--- config.mk ---
export PLATFORM = sky130hd
export DESIGN_NAME = csfe_front
export DESIGN_NICKNAME = d
export VERILOG_FILES = /design/src/rtl/csfe_pkg.sv /design/src/rtl/csfe_front.sv
export SDC_FILE = /design/constraint.sdc
export NUM_CORES = 1
export LEC_CHECK = 0
export BUFFER_PORTS_ARGS = -buffer_cell sky130_fd_sc_hd__buf_2
export CAP_MARGIN = 5
export CELL_PAD_IN_SITES_DETAIL_PLACEMENT = 0
export CELL_PAD_IN_SITES_GLOBAL_PLACEMENT = 1
export CORE_ASPECT_RATIO = 1.1
export CORE_UTILIZATION = 25
export DETAILED_ROUTE_END_ITERATION = 10
export GPL_ROUTABILITY_DRIVEN = 0
export PLACE_DENSITY_LB_ADDON = 0.1
export RECOVER_POWER = 25
export SYNTH_ARGS = -nofsm -noshare
export SYNTH_HDL_FRONTEND = slang
export SYNTH_SLANG_ARGS = --single-unit
--- constraint.sdc ---
create_clock -name clk -period 9.2 [get_ports clk]
set_input_delay 0.92 -clock clk [delete_from_list [all_inputs] [get_ports clk]]
set_output_delay 0.92 -clock clk [all_outputs]
set_load 0.02 [all_outputs]
--- src/rtl/csfe_pkg.sv ---
// Shared types, constants and helpers for the clipped shape fill engine.
// Used by the front end, the raster back end and the top level.
package csfe_pkg;

  localparam int StoreWidth  = 240;
  localparam int StoreHeight = 135;
  localparam int StoreDepth  = StoreWidth * StoreHeight;
  localparam int AddrW       = $clog2(StoreDepth);
  localparam int ColW        = $clog2(StoreWidth + 1);
  localparam int RowW        = $clog2(StoreHeight + 1);
  localparam int QueueDepth  = 4;
  localparam int QueuePtrW   = $clog2(QueueDepth);

  localparam logic [2:0] KIND_CLEAR   = 3'd0;
  localparam logic [2:0] KIND_RECT    = 3'd1;
  localparam logic [2:0] KIND_CIRCLE  = 3'd2;
  localparam logic [2:0] KIND_ELLIPSE = 3'd3;
  localparam logic [2:0] KIND_READ    = 3'd4;

  localparam logic [7:0] RedMask   = 8'hf8;
  localparam logic [7:0] GreenMask = 8'hfc;

  typedef enum logic [2:0] {
    OP_CLEAR = 3'b001,
    OP_FILL  = 3'b010,
    OP_READ  = 3'b100
  } op_t;

  // One classified command: a box to walk, shape weights, color.
  typedef struct packed {
    op_t               op;
    logic              shaped;
    logic signed [10:0] cx;
    logic signed [10:0] cy;
    logic [ColW-1:0]   x0;
    logic [ColW-1:0]   x1;
    logic [RowW-1:0]   y0;
    logic [RowW-1:0]   y1;
    logic [15:0]       wx;
    logic [15:0]       wy;
    logic [31:0]       lim;
    logic [15:0]       color;
    logic              on_store;
  } cmd_t;

  function automatic logic [15:0] pack_color(input logic [7:0] r, input logic [7:0] g,
                                             input logic [7:0] b);
    logic [15:0] v;
    v = {r[7:3], g[7:2], b[7:3]};
    return {v[7:0], v[15:8]};
  endfunction

endpackage

--- src/rtl/csfe_front.sv ---
// Front end: accepts commands, clips boxes and derives shape weights.
// Depends on csfe_pkg; feeds the command queue in the top level.
module csfe_front (
  input  logic                 clk,
  input  logic                 rst_n,
  input  logic                 in_valid,
  output logic                 in_ready,
  input  logic [2:0]           kind,
  input  logic signed [9:0]    x_pos,
  input  logic signed [9:0]    y_pos,
  input  logic [7:0]           size_a,
  input  logic [7:0]           size_b,
  input  logic [7:0]           red,
  input  logic [7:0]           green,
  input  logic [7:0]           blue,
  output logic                 cmd_valid,
  input  logic                 cmd_ready,
  output csfe_pkg::cmd_t       cmd
);

  // Stage 1 registers the raw item and squares; stage 2 forms the limit.
  logic               s1_valid_r, s1_valid_nxt;
  logic [2:0]         s1_kind_r;
  logic signed [10:0] s1_x_r, s1_y_r;
  logic [7:0]         s1_a_r, s1_b_r;
  logic [15:0]        s1_a2_r, s1_b2_r, s1_color_r;
  logic               s2_valid_r, s2_valid_nxt;
  csfe_pkg::cmd_t     s2_cmd_r, s2_cmd_nxt;
  logic               s2_keep;

  logic signed [11:0] lo_x, hi_x, lo_y, hi_y;
  logic               accept1, adv2;

  assign adv2     = !s2_valid_r || cmd_ready;
  assign in_ready = !s1_valid_r || adv2;
  assign accept1  = in_valid && in_ready;
  assign cmd_valid = s2_valid_r;
  assign cmd       = s2_cmd_r;

  always_comb begin
    s1_valid_nxt = s1_valid_r;
    if (adv2) s1_valid_nxt = 1'b0;
    if (accept1) s1_valid_nxt = 1'b1;
    s2_valid_nxt = s2_valid_r;
    if (cmd_ready) s2_valid_nxt = 1'b0;
    if (adv2 && s1_valid_r) s2_valid_nxt = s2_keep;
  end

  always_comb begin
    s2_cmd_nxt = '0;
    s2_keep    = 1'b0;
    s2_cmd_nxt.color = s1_color_r;
    s2_cmd_nxt.cx    = s1_x_r;
    s2_cmd_nxt.cy    = s1_y_r;
    s2_cmd_nxt.op    = csfe_pkg::OP_FILL;
    lo_x = 12'(s1_x_r);
    lo_y = 12'(s1_y_r);
    hi_x = 12'(s1_x_r) + 12'(s1_a_r);
    hi_y = 12'(s1_y_r) + 12'(s1_b_r);
    unique case (s1_kind_r)
      csfe_pkg::KIND_CLEAR: begin
        s2_keep = 1'b1;
        s2_cmd_nxt.op = csfe_pkg::OP_CLEAR;
      end
      csfe_pkg::KIND_RECT: s2_keep = 1'b1;
      csfe_pkg::KIND_CIRCLE: begin
        s2_keep = 1'b1;
        s2_cmd_nxt.shaped = 1'b1;
        lo_x = 12'(s1_x_r) - 12'(s1_a_r);
        lo_y = 12'(s1_y_r) - 12'(s1_a_r);
        hi_x = 12'(s1_x_r) + 12'(s1_a_r) + 12'sd1;
        hi_y = 12'(s1_y_r) + 12'(s1_a_r) + 12'sd1;
        s2_cmd_nxt.wx  = 16'd1;
        s2_cmd_nxt.wy  = 16'd1;
        s2_cmd_nxt.lim = 32'(s1_a2_r);
      end
      csfe_pkg::KIND_ELLIPSE: begin
        s2_keep = (s1_a_r != 8'd0) && (s1_b_r != 8'd0);
        s2_cmd_nxt.shaped = 1'b1;
        lo_x = 12'(s1_x_r) - 12'(s1_a_r);
        lo_y = 12'(s1_y_r) - 12'(s1_b_r);
        hi_x = 12'(s1_x_r) + 12'(s1_a_r) + 12'sd1;
        hi_y = 12'(s1_y_r) + 12'(s1_b_r) + 12'sd1;
        s2_cmd_nxt.wx  = s1_b2_r;
        s2_cmd_nxt.wy  = s1_a2_r;
        s2_cmd_nxt.lim = 32'(s1_a2_r) * 32'(s1_b2_r);
      end
      csfe_pkg::KIND_READ: begin
        s2_keep = 1'b1;
        s2_cmd_nxt.op = csfe_pkg::OP_READ;
        s2_cmd_nxt.on_store = (s1_x_r >= 0) && (s1_y_r >= 0) &&
                              (s1_x_r < 11'(csfe_pkg::StoreWidth)) &&
                              (s1_y_r < 11'(csfe_pkg::StoreHeight));
        lo_x = 12'(s1_x_r);
        lo_y = 12'(s1_y_r);
      end
      default: s2_keep = 1'b0;
    endcase
    if (lo_x < 0) lo_x = '0;
    if (lo_y < 0) lo_y = '0;
    if (hi_x > 12'(csfe_pkg::StoreWidth)) hi_x = 12'(csfe_pkg::StoreWidth);
    if (hi_y > 12'(csfe_pkg::StoreHeight)) hi_y = 12'(csfe_pkg::StoreHeight);
    if (lo_x > 12'(csfe_pkg::StoreWidth)) lo_x = 12'(csfe_pkg::StoreWidth);
    if (lo_y > 12'(csfe_pkg::StoreHeight)) lo_y = 12'(csfe_pkg::StoreHeight);
    if (hi_x < lo_x) hi_x = lo_x;
    if (hi_y < lo_y) hi_y = lo_y;
    s2_cmd_nxt.x0 = lo_x[csfe_pkg::ColW-1:0];
    s2_cmd_nxt.y0 = lo_y[csfe_pkg::RowW-1:0];
    s2_cmd_nxt.x1 = hi_x[csfe_pkg::ColW-1:0];
    s2_cmd_nxt.y1 = hi_y[csfe_pkg::RowW-1:0];
  end

  always_ff @(posedge clk) begin
    if (!rst_n) begin
      s1_valid_r <= 1'b0;
      s2_valid_r <= 1'b0;
    end else begin
      s1_valid_r <= s1_valid_nxt;
      s2_valid_r <= s2_valid_nxt;
    end
    if (accept1) begin
      s1_kind_r  <= kind;
      s1_x_r     <= 11'(x_pos);
      s1_y_r     <= 11'(y_pos);
      s1_a_r     <= size_a;
      s1_b_r     <= size_b;
      s1_a2_r    <= 16'(size_a) * 16'(size_a);
      s1_b2_r    <= 16'(size_b) * 16'(size_b);
      s1_color_r <= csfe_pkg::pack_color(red & csfe_pkg::RedMask,
                                         green & csfe_pkg::GreenMask, blue);
    end
    if (adv2 && s1_valid_r) s2_cmd_r <= s2_cmd_nxt;
  end

endmodule

==> tab_implementation.tex, run 1 <==
\begin{tabular}{lr}
\hline
Metric & Value \\
\hline
\multicolumn{2}{l}{\textbf{Yosys}} \\
Fraction of synthesized area in multiplexers & 1.15\% \\
Number of standard cells after synthesis & 2183 \\
Number of enable-type register cells in the synthesized netlist & 219 \\
Synthesis Warnings & 0 \\
Combinational family with the most area after synthesis & adder cells \\
Number of synthesized register bits & 221 \\
Count of different cell masters after synthesis & 86 \\
Simple-gate area share of the yosys netlist & 15.3\% \\
Arithmetic-cell share of the synthesized area counting full adders, half adders and majority gates & 33.5\% \\
Post-Synth XOR/XNOR Area & 3.32\% \\
Ranking of synthesized cells by area & edfxtp\_1, fa\_1, ha\_1 \\
Top cells by instance count after synthesis & inv\_1, ha\_1, fa\_1, edfxtp\_1, nand2\_1 \\
Syn Std Cell Area & 22300 um2 \\
Flip-flop cell with the highest count after synthesis & edfxtp\_1 \\
Compound-cell area share of the yosys netlist & 10.0\% \\
Yosys top cell by area & edfxtp\_1 \\
Synthesized area divided by synthesized cell count & 10.2 um2 \\
Most frequent cell after synthesis & inv\_1 \\
Sequential fraction of the synthesis area & 29.6\% \\
Share of synthesized registers carrying an async set or reset & 0\% \\
Yosys top cell area share & 29.5\% \\
\multicolumn{2}{l}{\textbf{Clock tree}} \\
Depth of the CTS H-tree & 1 \\
Total CTS buffers & 28 \\
Hold buffers post-CTS & 0 \\
Clock input transition at the sequential cells of the worst setup and hold paths & 0.06 ns \\
PostCTS Resize Cnt & 0 \\
Clock tree from TritonCTS & built \\
\# clock sinks & 221 \\
Maximum root-to-sink buffer count & 3 \\
Clock latency on the worst-skew pair & 0.60 ns \\
Root Buffer Master & clkbuf\_16 \\
Number of buffers inserted by post-CTS setup repair & 0 \\
\multicolumn{2}{l}{\textbf{Outcome}} \\
Outcome & finished, violations left \\
Violations in the final reports & capacitance limit, slew limit \\
\multicolumn{2}{l}{\textbf{Worst hold path}} \\
Depth of the worst hold-timing path & 0 \\
Hold path startpoint & s1\_color\_r[7] \\
Endpoint of the worst hold path & cmd[8] \\
Hold/Removal Path Class & flip-flop to flip-flop \\
\multicolumn{2}{l}{\textbf{Placement}} \\
Placement-stage worst setup slack & 1.83 ns \\
Post-detail-place hpwl & 52900 um \\
Number of port buffers & 199 \\
\multicolumn{2}{l}{\textbf{Routing}} \\
Starting DRT DRC Count & 725 \\
Total detailed-routing wirelength & 67500 um \\
Detailed-route wire length per cell & 19.0 um \\
Initial DRT Pass Iterations & 5 \\
Total via count in the routed design & 16136 \\
Drt via density & 4.54 \\
DR DRC count & 0 \\
Number of nets with antenna violations after detailed routing & 0 \\
\multicolumn{2}{l}{\textbf{Global routing}} \\
First-pass GRT wire length & 104000 um \\
Global-route congestion overflow total & 0 \\
Number of antenna violations at the first check in global routing & 3 \\
Overall routing resource usage & 15.0\% \\
Via count of the first global-routing pass & 17142 \\
Largest net degree at the start of global routing & 59 \\
\multicolumn{2}{l}{\textbf{Setup path}} \\
Setup slack, reg-to-reg & 2.02 ns \\
Startpoint of the worst-slack reg-to-reg timing path & s1\_b2\_r[7] \\
Start-to-end type of the worst setup path & flip-flop to flip-flop \\
Kind of end point of the critical path & flip-flop \\
Reg-to-reg endpoint & cmd[41] \\
Data arrival at the endpoint of the critical path & 7.52 ns \\
Data required time of the worst path & 9.54 ns \\
Reg2Reg Depth & 18 \\
Top fanout value on the critical path & 16 \\
Type of origin of the critical path & flip-flop \\
\multicolumn{2}{l}{\textbf{STA}} \\
Maximum achievable frequency & 0.139 GHz \\
Post-route setup slack & 2.02 ns \\
Worst slew margin & -97.6\% \\
Final setup fails & 0 \\
Final cycle utilization of the critical path & 78.0\% \\
Sum Neg Setup Slack & 0 ns \\
Fin Clk Skew & 0.0180 ns \\
Number of failing hold endpoints at the final stage & 0 \\
Max-slew violation count & 65 \\
Pin slew with the least headroom to its limit & 2.96 ns \\
Final period demand of the worst path & 7.18 ns \\
Setup repair after global routing missed its margin & no \\
\multicolumn{2}{l}{\textbf{Final layout}} \\
FF/Latch Area & 6620 um2 \\
Layout-stage area growth over the synthesis result & 14.6\% \\
Antenna cells & 0 \\
Area used by multi-input combinational logic & 14200 um2 \\
Final Util & 29.0\% \\
Number of fill cells & 9320 \\
Final net count & 2904 \\
Proportion of layout cells with a drive suffix above 1 & 11.8\% \\
\multicolumn{2}{l}{\textbf{Run}} \\
Max\_cap viols & 2 \\
\multicolumn{2}{l}{\textbf{Floorplan}} \\
Chip height & 315 um \\
Initial core utilization & 25.3\% \\
DIE AREA & 90500 um2 \\
Die extent in x & 287 um \\
Core outline area & 88100 um2 \\
FP Rows & 114 \\
I/O pins & 208 \\
\hline
\end{tabular}
metrics by stage:
stage / instance area, um2 / instances / hold WS [ns]
final: 25600 / 3556 / 0.417
after global routing: 25600 / 3556 / 0.425
after CTS: 25600 / 3556 / 0.419
after detailed placement: 24700 / 3505 / 0.405
after global placement: 24700 / 3505 / 0.400
after floorplan: 22400 / 2195 / 0.400
cell families (layout without fill, tap and decap cells):
| family | after synthesis | in the layout |
|---|---|---|
| compound gates | 317 | 317 |
| xor+xnor | 83 | 83 |
| fa+ha+maj | 462 | 462 |
| buf+inv | 409 | 610 |
| flops | 221 | 221 |
| mux | 22 | 22 |
| other cells | 2 | 14 |
| simple gates | 667 | 667 |
state kept, by name, indices dropped and copies added, names as in the netlist, 3 cells and up:
name        cells
s1_a_r          8
s1_color_r     16
s1_kind_r       3
s1_b_r          8
s1_x_r         10
cmd           136
s1_b2_r        14
s1_a2_r        14
s1_y_r         10
routing by layer:
layer	vias to the layer above	share of wire [%]	global-route usage, %
li1	7766	-	-
met1	8051	45	19.5
met2	260	50	26.5
met3	59	3.0	1.55
met4	0	2.0	3.51
met5	-	0	0
worst max-delay path, stage by stage, from the launching register on:
cell and delay (ns):
edfxtp_1 0.92, nand2_1 0.20, fa_1 0.57, fa_1 0.52, inv_1 0.06, fa_1 0.54
inv_1 0.06, fa_1 0.53, inv_1 0.06, fa_1 0.50, fa_1 0.51, ha_1 0.40
and3_1 0.20, and3_1 0.21, nor4b_1 0.76, o211ai_1 0.23, a21boi_0 0.34, mux2i_1 0.23
nand3_1 0.08
final cells by class:
cell class,instances,share of cell area [%]
inverters,337,4.95
clock inverters,20,0.748
repair buffers,222,4.49
clock buffers,31,2.78
well taps,1160,5.67
multi-input cells,1565,55.5
flip-flops and latches,221,25.9
placed cells by master (no fill, tap or decap), drive strengths merged, types with 60 or more instances in the layout:
master  instances
buf           206
fa            227
nand2         207
and2          135
nor2          106
ha            235
xnor2          60
edfxtp        219
a21oi          78
inv           340
how the worst max path moves through the flow:
stage	start	cells after the start	slack, ns	to
2_1_floorplan	s1_a2_r[5]	19	2.84	cmd[47]
3_3_place_gp	s1_a2_r[5]	20	1.75	cmd[48]
3_5_place_dp	s1_a2_r[6]	20	1.83	cmd[48]
4_1_cts	s1_a2_r[6]	20	1.84	cmd[48]
5_1_grt	s1_a2_r[5]	20	1.56	cmd[48]
6_report	s1_b2_r[7]	18	2.02	cmd[41]
Power of run 1 is left out: the tool's default activity adds up to more than one toggle a clock period on the data nets, which glitch-free logic cannot reach.
==> run 2, diff against run 1 <==
Clock period 9.2 ns to 5.9 ns, I/O delays scaled along.
==> run 2 against run 1 <==
Compared with the run above: the run ends with capacitance limit, slew limit, setup timing left; sequential cell count unchanged; critical endpoint is now cmd[42]; count of clock-buffer cells in the layout stayed put; first-iteration DRC count fell by 4.4%; final area up 9.7%.
==> tab_implementation.tex, run 2 (synthesized netlist as in run 1, its figures left out) <==
\begin{tabular}{lr}
\hline
Metric & Value \\
\hline
\multicolumn{2}{l}{\textbf{Global routing}} \\
Largest net degree at the start of global routing & 58 \\
Number of antenna violations at the first check in global routing & 2 \\
Via count of the first global-routing pass & 17853 \\
First-pass GRT wire length & 107000 um \\
Overall routing resource usage & 15.4\% \\
Global-route congestion overflow total & 0 \\
\multicolumn{2}{l}{\textbf{Setup path}} \\
Top fanout value on the critical path & 3 \\
Setup slack, reg-to-reg & -0.15 ns \\
Reg-to-reg endpoint & cmd[42] \\
Type of origin of the critical path & flip-flop \\
Data required time of the worst path & 6.26 ns \\
Data arrival at the endpoint of the critical path & 6.41 ns \\
Startpoint of the worst-slack reg-to-reg timing path & s1\_b2\_r[4] \\
Reg2Reg Depth & 25 \\
CP peak stage delay & 0.54 ns \\
Highest-delay cell along the critical path & fa\_1 \\
Cell repeated most along the worst path & fa\_1 \\
Kind of end point of the critical path & flip-flop \\
Start-to-end type of the worst setup path & flip-flop to flip-flop \\
\multicolumn{2}{l}{\textbf{Routing}} \\
Top routing layer in use & met4 \\
Total detailed-routing wirelength & 70600 um \\
Number of nets with antenna violations after detailed routing & 0 \\
Detailed-route wire length per cell & 18.7 um \\
Met2 layer wire length in the routed design & 35300 um \\
Total via count in the routed design & 16897 \\
Starting DRT DRC Count & 693 \\
DR DRC count & 0 \\
Initial DRT Pass Iterations & 4 \\
Met1 WL & 32000 um \\
Drt via density & 4.46 \\
Total length of routed met3 wires & 2070 um \\
\multicolumn{2}{l}{\textbf{Placement}} \\
Placed Cells & 3698 \\
Dpl cell area & 26300 um2 \\
Number of port buffers & 199 \\
Post-detail-place hpwl & 57700 um \\
\multicolumn{2}{l}{\textbf{Clock tree}} \\
Clock tree from TritonCTS & built \\
Maximum root-to-sink buffer count & 3 \\
Total CTS buffers & 29 \\
Root Buffer Master & clkbuf\_16 \\
Clock latency on the worst-skew pair & 0.62 ns \\
\# clock sinks & 221 \\
Depth of the CTS H-tree & 1 \\
Clock input transition at the sequential cells of the worst setup and hold paths & 0.06 ns \\
\multicolumn{2}{l}{\textbf{STA}} \\
Final setup fails & 7 \\
Final period demand of the worst path & 6.05 ns \\
Fin Clk Skew & 0.0303 ns \\
Setup repair after global routing missed its margin & yes \\
Worst slew margin & -113\% \\
Maximum achievable frequency & 0.165 GHz \\
Pin slew with the least headroom to its limit & 3.20 ns \\
Post-route setup slack & -0.153 ns \\
Max-slew violation count & 74 \\
Number of failing hold endpoints at the final stage & 0 \\
Final cycle utilization of the critical path & 103\% \\
\multicolumn{2}{l}{\textbf{Final layout}} \\
Flip-flop count of the largest register, all copies and words added & 136 \\
Layout-stage area growth over the synthesis result & 25.8\% \\
Most common library cell in the layout ignoring fill and taps & inv\_1 \\
Final standard cell area without fillers & 28100 um2 \\
Most used cells in the layout excluding fill and tap cells & inv\_1, fa\_1, edfxtp\_1, ha\_1, buf\_4 \\
Proportion of layout cells with a drive suffix above 1 & 23.1\% \\
Final net count & 3130 \\
Cell Count, Final, Fillers Out & 3785 \\
\multicolumn{2}{l}{\textbf{Floorplan}} \\
Chip height & 315 um \\
Initial core utilization & 25.3\% \\
FP Rows & 114 \\
Die extent in x & 287 um \\
Core outline area & 88100 um2 \\
DIE AREA & 90500 um2 \\
I/O pins & 208 \\
\multicolumn{2}{l}{\textbf{Worst hold path}} \\
Hold/Removal Path Class & input port to flip-flop \\
Depth of the worst hold-timing path & 1 \\
Hold path startpoint & y\_pos[7] \\
Endpoint of the worst hold path & s1\_y\_r[7] \\
\multicolumn{2}{l}{\textbf{Run}} \\
Max\_cap viols & 2 \\
\multicolumn{2}{l}{\textbf{Outcome}} \\
Violations in the final reports & capacitance limit, slew limit, setup timing \\
Outcome & finished, violations left \\
\hline
\end{tabular}
## run 2: changes by cell type in the layout (fill, tap and decap cells not counted), sizes merged
cell      change
buf         +210
clkbuf       +15
clkinv        +4
clkinvlp      -3
diode         +1
inv           +2
## run 2: final cells by class
cell class / instances / area (um2)
timing repair buffer: 447 / 2980
antenna: 1 / 2.50
inverter: 337 / 1260
clock inverter: 23 / 186
fill: 9196 / 60100
tap: 1160 / 1450
sequential: 221 / 6620
multi-input combinational: 1565 / 14800
clock buffer: 31 / 733
## run 2: stage by stage
step                      hold WS, ns  setup TNS (ns)  util (%)  setup slack (ns)
after CTS                       0.104          -0.807      31.3            -0.218
final                           0.161          -0.730      31.8            -0.153
after detailed placement        0.405           -4.10      29.8            -0.547
after floorplan                 0.400         -0.0629         -           -0.0521
after global routing            0.109           -3.57      31.8            -0.391
after global placement          0.400           -3.62      29.8            -0.468
## run 2: worst max path at each step
| stage | cells after the start | to | startpoint |
|---|---|---|---|
| 2_1_floorplan | 20 | cmd[47] | s1_b2_r[10] |
| 3_3_place_gp | 21 | cmd[48] | s1_a2_r[9] |
| 3_5_place_dp | 21 | cmd[48] | s1_a2_r[9] |
| 4_1_cts | 23 | cmd[48] | s1_b2_r[10] |
| 5_1_grt | 22 | cmd[48] | s1_a2_r[9] |
| 6_report | 25 | cmd[42] | s1_b2_r[4] |
## run 2: critical path, delay by kind of cell (launching register included)
kind            cells  cell delay, ns
buf+inv             8            0.68
flops               1            0.45
fa+ha+maj           7            3.23
simple gates        3            0.16
xor+xnor            1            0.18
compound gates      6            1.10
## run 2: metal layers
metal  global-route usage, %  up-vias
li1                        -     8208
met1                    20.2     8366
met2                    27.4      255
met3                    1.54       68
met4                    3.23        0
met5                       0        -
## run 2: repair_timing
item | in CTS | in global routing
resized for setup | 51 | 106
setup buffers | 18 | 19
hold buffers | 0 | 0
pin swaps | 23 | 71
endpoints found under the setup margin | 24 | 35
Power of run 2 is left out for the same reason.
